`src/hdl/wsdefr_pkg.sv`:
```
// Package with the codes, constants and phase type of the WebSocket frame deframer.
package wsdefr_pkg;

  // Default width of the kept size limit and the reset value of the limit register.
  localparam int unsigned SIZE_LIMIT_WIDTH_DEF = 32;
  localparam logic [31:0] MAX_SIZE_RESET       = 32'd1048576;

  // Frame opcodes.
  localparam logic [3:0] OP_CONT   = 4'h0;
  localparam logic [3:0] OP_TEXT   = 4'h1;
  localparam logic [3:0] OP_BINARY = 4'h2;
  localparam logic [3:0] OP_CLOSE  = 4'h8;
  localparam logic [3:0] OP_PING   = 4'h9;
  localparam logic [3:0] OP_PONG   = 4'hA;

  // Header bit masks and the two escape values of the short length.
  localparam logic [7:0] HDR_FIN_BIT  = 8'h80;
  localparam logic [7:0] HDR_RSV_BITS = 8'h70;
  localparam logic [6:0] LEN_EXT_16   = 7'd126;
  localparam logic [6:0] LEN_EXT_64   = 7'd127;

  // Payload kinds.
  localparam logic [1:0] KIND_TEXT   = 2'd0;
  localparam logic [1:0] KIND_BINARY = 2'd1;
  localparam logic [1:0] KIND_PING   = 2'd2;
  localparam logic [1:0] KIND_CLOSE  = 2'd3;

  // Events.
  localparam logic [2:0] EV_NONE      = 3'd0;
  localparam logic [2:0] EV_FRAG_END  = 3'd1;
  localparam logic [2:0] EV_MSG_END   = 3'd2;
  localparam logic [2:0] EV_PONG_REQ  = 3'd3;
  localparam logic [2:0] EV_CLOSE     = 3'd4;
  localparam logic [2:0] EV_ERROR     = 3'd5;

  // Error codes.
  localparam logic [2:0] ERR_NONE       = 3'd0;
  localparam logic [2:0] ERR_RSV        = 3'd1;
  localparam logic [2:0] ERR_FRAME_BIG  = 3'd2;
  localparam logic [2:0] ERR_BAD_OP     = 3'd3;
  localparam logic [2:0] ERR_DATA_FRAG  = 3'd4;
  localparam logic [2:0] ERR_STRAY_CONT = 3'd5;
  localparam logic [2:0] ERR_MSG_BIG    = 3'd6;

  // Close codes.
  localparam logic [15:0] CLOSE_NORMAL = 16'd1000;
  localparam logic [15:0] CLOSE_PROTO  = 16'd1002;
  localparam logic [15:0] CLOSE_BIG    = 16'd1009;

  // Parser phase.
  typedef enum logic [2:0] {
    PH_HDR0 = 3'd0,
    PH_HDR1 = 3'd1,
    PH_EXT  = 3'd2,
    PH_MASK = 3'd3,
    PH_PAY  = 3'd4,
    PH_HALT = 3'd5
  } phase_e;

endpackage

```
`src/hdl/websocket_frame_deframer.sv`:
```
// WebSocket frame deframer: header parsing, unmasking, checks and event generation.
// A result is registered; it shows on the master side in the cycle after its byte is taken.
// Throughput: one received byte per cycle unless the master side stalls; the byte update
// is a single pass from the state registers to the result register, which a stalled master
// side holds in place. Reset clears the parser to wait for the first header byte, empties
// the result register and sets the size limit to 1048576 (kept to SIZE_LIMIT_WIDTH bits).
module websocket_frame_deframer
  import wsdefr_pkg::*;
#(
  parameter int unsigned SIZE_LIMIT_WIDTH = SIZE_LIMIT_WIDTH_DEF
) (
  input  logic        clk_i,
  input  logic        rst_ni,
  // Size limit register write channel.
  input  logic        cfg_valid_i,
  output logic        cfg_ready_o,
  input  logic [31:0] cfg_data_i,        // size limit in bytes
  // Received byte stream.
  input  logic        s_axis_tvalid_i,
  output logic        s_axis_tready_o,
  input  logic [7:0]  s_axis_tdata_i,    // [7:0] rx_byte
  // Result stream.
  output logic        m_axis_tvalid_o,
  input  logic        m_axis_tready_i,
  output logic [31:0] m_axis_tdata_o,    // [7:0] data, [10:8] event_res, [13:11] error_code,
                                         // [29:14] reply_close_code, [31:30] zero
  output logic [2:0]  m_axis_tuser_o     // [0] data_valid, [2:1] payload_kind
);

  localparam int unsigned SLW = SIZE_LIMIT_WIDTH;
  localparam logic [SLW-1:0] MaxSizeRst = SLW'(MAX_SIZE_RESET);

  // Parser state.
  phase_e          phase_q, phase_d;
  logic            fin_q, fin_d;
  logic [3:0]      opcode_q, opcode_d;
  logic            mask_present_q, mask_present_d;
  logic [63:0]     len_q, len_d;
  logic [2:0]      hdr_cnt_q, hdr_cnt_d;
  logic [31:0]     mask_key_q, mask_key_d;
  logic [1:0]      mask_idx_q, mask_idx_d;
  logic            in_msg_q, in_msg_d;
  logic            msg_bin_q, msg_bin_d;
  logic [SLW-1:0]  msg_cnt_q, msg_cnt_d;
  logic [15:0]     close_hold_q, close_hold_d;
  logic [1:0]      close_idx_q, close_idx_d;
  logic [SLW-1:0]  max_size_q;

  // Result register.
  logic            out_valid_q, out_valid_d;
  logic            res_dv_q, res_dv_d;
  logic [7:0]      res_data_q, res_data_d;
  logic [1:0]      res_kind_q, res_kind_d;
  logic [2:0]      res_ev_q, res_ev_d;
  logic [2:0]      res_err_q, res_err_d;
  logic [15:0]     res_reply_q, res_reply_d;

  // Decisions handed from the next-state logic to the result logic.
  logic            frame_end;
  logic [2:0]      fail_code;
  logic [7:0]      unmasked;

  logic            accept;
  logic [7:0]      rx_byte;
  logic [7:0]      key_byte;
  logic            hdr_done;
  logic [63:0]     len_new;
  logic [SLW:0]    msg_sum;
  logic            produce;

  assign rx_byte         = s_axis_tdata_i;
  assign s_axis_tready_o = !out_valid_q || m_axis_tready_i;
  assign accept          = s_axis_tvalid_i && s_axis_tready_o;
  assign cfg_ready_o     = 1'b1;

  // Key byte for the current payload position, most significant byte first.
  always_comb begin
    case (mask_idx_q)
      2'd0:    key_byte = mask_key_q[31:24];
      2'd1:    key_byte = mask_key_q[23:16];
      2'd2:    key_byte = mask_key_q[15:8];
      default: key_byte = mask_key_q[7:0];
    endcase
  end
  assign unmasked = rx_byte ^ key_byte;

  // Message size after this continuation; the frame length is already within the limit.
  assign msg_sum = {1'b0, msg_cnt_q} + {1'b0, len_new[SLW-1:0]};

  // Next state of the parser for one byte.
  always_comb begin
    phase_d        = phase_q;
    fin_d          = fin_q;
    opcode_d       = opcode_q;
    mask_present_d = mask_present_q;
    len_d          = len_q;
    hdr_cnt_d      = hdr_cnt_q;
    mask_key_d     = mask_key_q;
    mask_idx_d     = mask_idx_q;
    in_msg_d       = in_msg_q;
    msg_bin_d      = msg_bin_q;
    msg_cnt_d      = msg_cnt_q;
    close_hold_d   = close_hold_q;
    close_idx_d    = close_idx_q;
    frame_end      = 1'b0;
    fail_code      = ERR_NONE;
    hdr_done       = 1'b0;
    len_new        = len_q;

    unique case (phase_q)
      PH_HDR0: begin
        if ((rx_byte & HDR_RSV_BITS) != 8'h00) begin
          fail_code = ERR_RSV;
        end else begin
          fin_d    = (rx_byte & HDR_FIN_BIT) != 8'h00;
          opcode_d = rx_byte[3:0];
          phase_d  = PH_HDR1;
        end
      end
      PH_HDR1: begin
        mask_present_d = rx_byte[7];
        if (rx_byte[6:0] == LEN_EXT_16) begin
          len_d     = '0;
          hdr_cnt_d = 3'd1;
          phase_d   = PH_EXT;
        end else if (rx_byte[6:0] == LEN_EXT_64) begin
          len_d     = '0;
          hdr_cnt_d = 3'd7;
          phase_d   = PH_EXT;
        end else begin
          len_new  = {57'd0, rx_byte[6:0]};
          len_d    = len_new;
          hdr_done = 1'b1;
        end
      end
      PH_EXT: begin
        len_new = {len_q[55:0], rx_byte};
        len_d   = len_new;
        if (hdr_cnt_q == 3'd0) begin
          hdr_done = 1'b1;
        end else begin
          hdr_cnt_d = hdr_cnt_q - 3'd1;
        end
      end
      PH_MASK: begin
        mask_key_d = {mask_key_q[23:0], rx_byte};
        if (hdr_cnt_q == 3'd0) begin
          mask_idx_d = 2'd0;
          if (len_q == 64'd0) begin
            frame_end = 1'b1;
          end else begin
            phase_d = PH_PAY;
          end
        end else begin
          hdr_cnt_d = hdr_cnt_q - 3'd1;
        end
      end
      PH_PAY: begin
        mask_idx_d = mask_idx_q + 2'd1;
        len_d      = len_q - 64'd1;
        // The first two close payload bytes form the close code.
        if (opcode_q == OP_CLOSE && close_idx_q < 2'd2) begin
          close_hold_d = {close_hold_q[7:0], unmasked};
          close_idx_d  = close_idx_q + 2'd1;
        end
        if (len_q == 64'd1) begin
          frame_end = 1'b1;
        end
      end
      default: begin
        // Halted: bytes are taken and dropped.
      end
    endcase

    // Header checks once the length is complete.
    if (hdr_done) begin
      if (len_new > {{(64-SLW){1'b0}}, max_size_q}) begin
        fail_code = ERR_FRAME_BIG;
      end else begin
        case (opcode_q) inside
          OP_TEXT, OP_BINARY: begin
            if (in_msg_q) begin
              fail_code = ERR_DATA_FRAG;
            end else begin
              in_msg_d  = 1'b1;
              msg_bin_d = (opcode_q == OP_BINARY);
              msg_cnt_d = len_new[SLW-1:0];
            end
          end
          OP_CONT: begin
            if (!in_msg_q) begin
              fail_code = ERR_STRAY_CONT;
            end else if (msg_sum > {1'b0, max_size_q}) begin
              fail_code = ERR_MSG_BIG;
            end else begin
              msg_cnt_d = msg_sum[SLW-1:0];
            end
          end
          OP_CLOSE: begin
            close_hold_d = '0;
            close_idx_d  = 2'd0;
          end
          OP_PING, OP_PONG: begin
          end
          default: fail_code = ERR_BAD_OP;
        endcase
      end
      if (fail_code == ERR_NONE) begin
        mask_key_d = '0;
        mask_idx_d = 2'd0;
        if (mask_present_d) begin
          hdr_cnt_d = 3'd3;
          phase_d   = PH_MASK;
        end else if (len_new == 64'd0) begin
          frame_end = 1'b1;
        end else begin
          phase_d = PH_PAY;
        end
      end
    end

    // End of frame: close the message on a final data frame, halt on close.
    if (frame_end) begin
      phase_d = PH_HDR0;
      case (opcode_q) inside
        OP_CONT, OP_TEXT, OP_BINARY: begin
          if (fin_q) begin
            in_msg_d  = 1'b0;
            msg_cnt_d = '0;
          end
        end
        OP_CLOSE: phase_d = PH_HALT;
        default: begin
        end
      endcase
    end

    if (fail_code != ERR_NONE) begin
      phase_d = PH_HALT;
    end
  end

  // Result fields for one byte.
  always_comb begin
    res_dv_d    = 1'b0;
    res_data_d  = '0;
    res_kind_d  = KIND_TEXT;
    res_ev_d    = EV_NONE;
    res_err_d   = ERR_NONE;
    res_reply_d = '0;

    // Payload byte output.
    if (phase_q == PH_PAY) begin
      case (opcode_q) inside
        OP_CONT, OP_TEXT, OP_BINARY: begin
          res_dv_d   = 1'b1;
          res_data_d = unmasked;
          res_kind_d = msg_bin_q ? KIND_BINARY : KIND_TEXT;
        end
        OP_PING: begin
          res_dv_d   = 1'b1;
          res_data_d = unmasked;
          res_kind_d = KIND_PING;
        end
        OP_CLOSE: begin
          if (close_idx_q >= 2'd2) begin
            res_dv_d   = 1'b1;
            res_data_d = unmasked;
            res_kind_d = KIND_CLOSE;
          end
        end
        default: begin
        end
      endcase
    end

    // Event output.
    if (fail_code != ERR_NONE) begin
      res_ev_d    = EV_ERROR;
      res_err_d   = fail_code;
      res_reply_d = (fail_code == ERR_FRAME_BIG || fail_code == ERR_MSG_BIG)
                    ? CLOSE_BIG : CLOSE_PROTO;
    end else if (frame_end) begin
      case (opcode_q) inside
        OP_CONT, OP_TEXT, OP_BINARY: res_ev_d = fin_q ? EV_MSG_END : EV_FRAG_END;
        OP_PING: res_ev_d = EV_PONG_REQ;
        OP_CLOSE: begin
          res_ev_d    = EV_CLOSE;
          res_reply_d = (close_idx_d >= 2'd2) ? close_hold_d : CLOSE_NORMAL;
        end
        default: begin
        end
      endcase
    end
  end

  assign produce = res_dv_d || (res_ev_d != EV_NONE);

  // Result register handshake: load on a producing beat, drop when the master side takes it.
  always_comb begin
    out_valid_d = out_valid_q;
    if (accept && produce) begin
      out_valid_d = 1'b1;
    end else if (m_axis_tready_i) begin
      out_valid_d = 1'b0;
    end
  end

  // Control state.
  always_ff @(posedge clk_i or negedge rst_ni) begin
    if (!rst_ni) begin
      phase_q        <= PH_HDR0;
      fin_q          <= 1'b0;
      opcode_q       <= OP_CONT;
      mask_present_q <= 1'b0;
      len_q          <= '0;
      hdr_cnt_q      <= '0;
      mask_key_q     <= '0;
      mask_idx_q     <= '0;
      in_msg_q       <= 1'b0;
      msg_bin_q      <= 1'b0;
      msg_cnt_q      <= '0;
      close_hold_q   <= '0;
      close_idx_q    <= '0;
      max_size_q     <= MaxSizeRst;
      out_valid_q    <= 1'b0;
    end else begin
      if (accept) begin
        phase_q        <= phase_d;
        fin_q          <= fin_d;
        opcode_q       <= opcode_d;
        mask_present_q <= mask_present_d;
        len_q          <= len_d;
        hdr_cnt_q      <= hdr_cnt_d;
        mask_key_q     <= mask_key_d;
        mask_idx_q     <= mask_idx_d;
        in_msg_q       <= in_msg_d;
        msg_bin_q      <= msg_bin_d;
        msg_cnt_q      <= msg_cnt_d;
        close_hold_q   <= close_hold_d;
        close_idx_q    <= close_idx_d;
      end
      if (cfg_valid_i && cfg_ready_o) begin
        max_size_q <= SLW'(cfg_data_i);
      end
      out_valid_q <= out_valid_d;
    end
  end

  // Result payload.
  always_ff @(posedge clk_i) begin
    if (accept && produce) begin
      res_dv_q    <= res_dv_d;
      res_data_q  <= res_data_d;
      res_kind_q  <= res_kind_d;
      res_ev_q    <= res_ev_d;
      res_err_q   <= res_err_d;
      res_reply_q <= res_reply_d;
    end
  end

  assign m_axis_tvalid_o = out_valid_q;
  assign m_axis_tdata_o  = {2'b00, res_reply_q, res_err_q, res_ev_q, res_data_q};
  assign m_axis_tuser_o  = {res_kind_q, res_dv_q};

endmodule
```
`config.mk`:
```
export PLATFORM = sky130hd
export DESIGN_NAME = websocket_frame_deframer
export DESIGN_NICKNAME = d
export VERILOG_FILES = /design/src/hdl/wsdefr_pkg.sv /design/src/hdl/websocket_frame_deframer.sv
export SDC_FILE = /design/constraint.sdc
export NUM_CORES = 1
export LEC_CHECK = 0
export BUFFER_PORTS_ARGS = -buffer_cell sky130_fd_sc_hd__buf_2
export CAP_MARGIN = 10
export CORE_ASPECT_RATIO = 1.5
export CORE_UTILIZATION = 45
export CTS_CLUSTER_SIZE = 16
export DETAILED_ROUTE_END_ITERATION = 8
export PLACE_DENSITY = 0.67
export SLEW_MARGIN = 25
export SYNTH_ARGS = -nofsm -noshare
export SYNTH_HDL_FRONTEND = slang
export SYNTH_SLANG_ARGS = --single-unit
export TNS_END_PERCENT = 20
```
`constraint.sdc`:
```
create_clock -name clk_i -period 13.3 [get_ports clk_i]
set_input_delay 1.995 -clock clk_i [delete_from_list [all_inputs] [get_ports clk_i]]
set_output_delay 1.995 -clock clk_i [all_outputs]
set_load 0.01 [all_outputs]
```
==> summary.txt <==
Outcome
  – Status: finished clean

Cells and area
  – Synthesis-to-finish area growth: 9.85%
  – ANT cells: 0
  – Share of layout cells above drive strength 1: 0.0986
  – Post-layout nets: approximately 2000
  – Filler cell count: about 3200

Floorplanning
  – Initial Utilization: 0.457
  – # rows: just over 80
  – Core Footprint: 34200 um^2
  – Die Area: around 35000 um^2
  – Die span in y: between 200 and 250 um
  – Die X-Extent: between 150 and 200 um
  – I/O pins: just over 80

Critical path
  – CP Max Fanout: 35
  – Crit path kind: input pin to flop
  – Req. time, crit path: 13500 ps
  – Critical Path End Type: flop
  – CP max stage cell: a2111oi_0
  – CP max stage delay: about 550 ps
  – Critical path's most frequent cell: nand3_1
  – Worst setup SP type: input pin
  – Critical Path AT: 9600 ps

Worst hold path
  – Hold Path Class: flop to flop

Detailed routing
  – DRT Wirelength: between 40 and 50 mm
  – Vias per cell: ~6.3
  – Total number of vias: 14504
  – Routed Antenna Nets: 0
  – DRC Markers: 0
  – First-pass detailed-route iteration total: 5
  – Iteration-0 DRC Markers: between 1000 and 1500
  – Routed len/inst: between 20 and 25 um

Timing
  – Setup Skew: between 20 and 25 ps
  – Least-Margin Pin Slew: between 1000 and 1500 ps
  – Slew margin rel.: 0.291
  – RSZ-0062 raised after global routing: false
  – Peak Freq: 0.106 GHz
  – Setup violators final: 0
  – Final slew viol count: 0
  – Setup TNS Final: 0 ps
  – Min Tclk post-route: about 9400 ps
  – Period utilisation layout: 0.707
  – Hold Slack: 481 ps
  – Count of final hold-check violations: 0

CTS
  – CTS tree: built
  – CTS Buffer Depth: 3
  – Post-CTS sizing: 0
  – # H-tree levels: 1
  – Clock transition at path regs: 60 ps
  – Post-CTS setup buffers: 0
  – Worst-Skew Late Latency: roughly 560 ps
  – Number of buffers created by CTS: 25
  – CTS hold repair buffers: 0
  – CTS root buf: clkbuf_16
  – Clock sinks: 228

Global routing
  – Initial antenna violation count: 0
  – Vias in the first global route: roughly 14000
  – Largest net degree at the start of global routing: between 100 and 150
  – First-pass GRT wire length: between 70 and 80 mm
  – Gr usage total: 0.276
  – Total grt overflow: 0

Pwr
  – Pwr Total: between 0.002 and 0.0025 W
  – VDD IR max: roughly 0.00011 V
  – Leakage: roughly 7.5 nW
  – Pwr/cell area: between 100 and 150 nW/um^2

Synth
  – Register area share after synthesis: 0.376
  – Synth Warn #: 0
  – Unique masters post-synth: roughly 90
  – Post-Syn Area: 15600 um^2
  – Synth Area per Inst: 8.47 um^2
  – Synth async-reset ratio: 0.855
  – Cell count after synthesis: around 1800
  – Register bit total from synthesis: roughly 230
  – Ys flop type: dfrtp_1
  – Post-synth EDFFs: 33

Job
  – Max-cap violation count: 0

Placed design
  – I/O Buffers: slightly below 80
  – Routability cong.: about 0.94
  – DPL Wire Length: roughly 36 mm
==> layout make-up <==
class,count,area (um^2),area share
clock buffer,29,651,0.0380
inverter,80,300,0.0175
timing repair buffer,100,566,0.0330
multi-input combinational,1422,9020,0.526
sequential,228,5870,0.343
clock inverter,17,204,0.0119
tap,425,532,0.0310
==> flip-flops by register name (all words and copies together), names as in the netlist, 4 cells and up <==
name          cells
close_hold_q     16
mask_key_q       32
opcode_q          4
max_size_q       32
len_q            64
msg_cnt_q        32
res_data_q        8
res_reply_q      16
==> per-stage QoR <==
| stage | utilization | setup slack (ps) | std cells | instance area [um^2] |
|---|---|---|---|---|
| CTS | 0.501 | 3970 | 2300 | 17100 |
| floorplan | - | 3740 | 1844 | 15600 |
| global route | 0.502 | 3160 | 2301 | 17100 |
| finish | 0.502 | 3900 | 2301 | 17100 |
| global placement | 0.476 | 3550 | 2254 | 16300 |
| detailed placement | 0.476 | 3400 | 2254 | 16300 |
==> synth_stat cells (16+ instances only) <==
master / number / area [um^2]
o21ai_0: 228 / 1140
nand4_1: 24 / 150
dfrtp_1: 194 / 4850
a22o_1: 44 / 385
nand2b_1: 18 / 113
ha_1: 105 / 1310
inv_1: 79 / 297
xnor2_1: 27 / 236
nor2_1: 164 / 616
nor4_1: 31 / 194
nor3_1: 56 / 280
a32oi_1: 16 / 140
a22oi_1: 31 / 233
nand2_1: 187 / 702
edfxtp_1: 33 / 991
mux2i_1: 27 / 270
nand3_1: 22 / 110
clkbuf_1: 97 / 364
a21oi_1: 174 / 871
==> placed cells by master, fill, tap and decap left out, types with 11 or more instances in the layout <==
cell / instances
buf_4: 20
o22ai_1: 12
nor3_1: 54
nand3_1: 22
nor2_1: 162
nand4_1: 24
dfrtp_1: 194
and3_1: 12
edfxtp_1: 33
a32oi_1: 16
buf_2: 78
nand2_1: 185
xnor2_1: 27
a21o_1: 15
clkbuf_16: 25
mux2i_1: 27
o21ai_0: 227
a211oi_1: 15
nor4_1: 31
and2_1: 14
a22oi_1: 31
a21oi_1: 174
inv_1: 79
or3_1: 11
nand2b_1: 18
ha_1: 105
a22o_1: 44
==> layer usage <==
| metal | global-route usage | wire length (um) |
|---|---|---|
| met4 | 0.177 | 3170 |
| met3 | 0.0275 | 2420 |
| met1 | 0.324 | 19200 |
| met5 | 0 | 0 |
| met2 | 0.479 | 24500 |
==> cells by family after synthesis <==
group,after synthesis,share of synthesized area
and+or+nand+nor,586,0.179
DFF,228,0.376
xor gates and xnor gates,37,0.0208
adders and majority gates,106,0.0855
other,2,0.000481
AOI/OAI and AO/OA,656,0.267
muxes,34,0.0224
buffers and inverters,194,0.0488
==> path summary, 6_finish.rpt <==
check | to | startpoint | slack [ps] | cells past startpoint
worst max register to register | res_dv_q | phase_q[1] | 4590 | 29
worst min register to register | len_q[56] | len_q[56] | 480 | 2
min in group asynchronous | len_q[42] | rst_ni | 1440 | 1
worst min-delay path | len_q[56] | len_q[56] | 480 | 2
worst max-delay path | res_dv_q | s_axis_tdata_i[3] | 3900 | 29
max in group asynchronous | mask_key_q[31] | rst_ni | 9710 | 3
==> power breakdown <==
group,switching [W],internal [W],leakage (nW),total [W]
clock,0.000314,0.000431,0.418,0.000745
combinational,0.000550,0.000278,4.19,0.000829
sequential,0.0000725,0.000796,2.92,0.000868
total,0.000936,0.00150,7.53,0.00244
==> worst max-delay path, delay by kind of cell <==
| family | cells | cell delay (ps) |
|---|---|---|
| AOI/OAI and AO/OA | 10 | 3280 |
| xor gates and xnor gates | 1 | 180 |
| adders and majority gates | 2 | 540 |
| buffers and inverters | 4 | 920 |
| and+or+nand+nor | 12 | 2660 |
No activity file was read; power rests on OpenSTA's default activity.
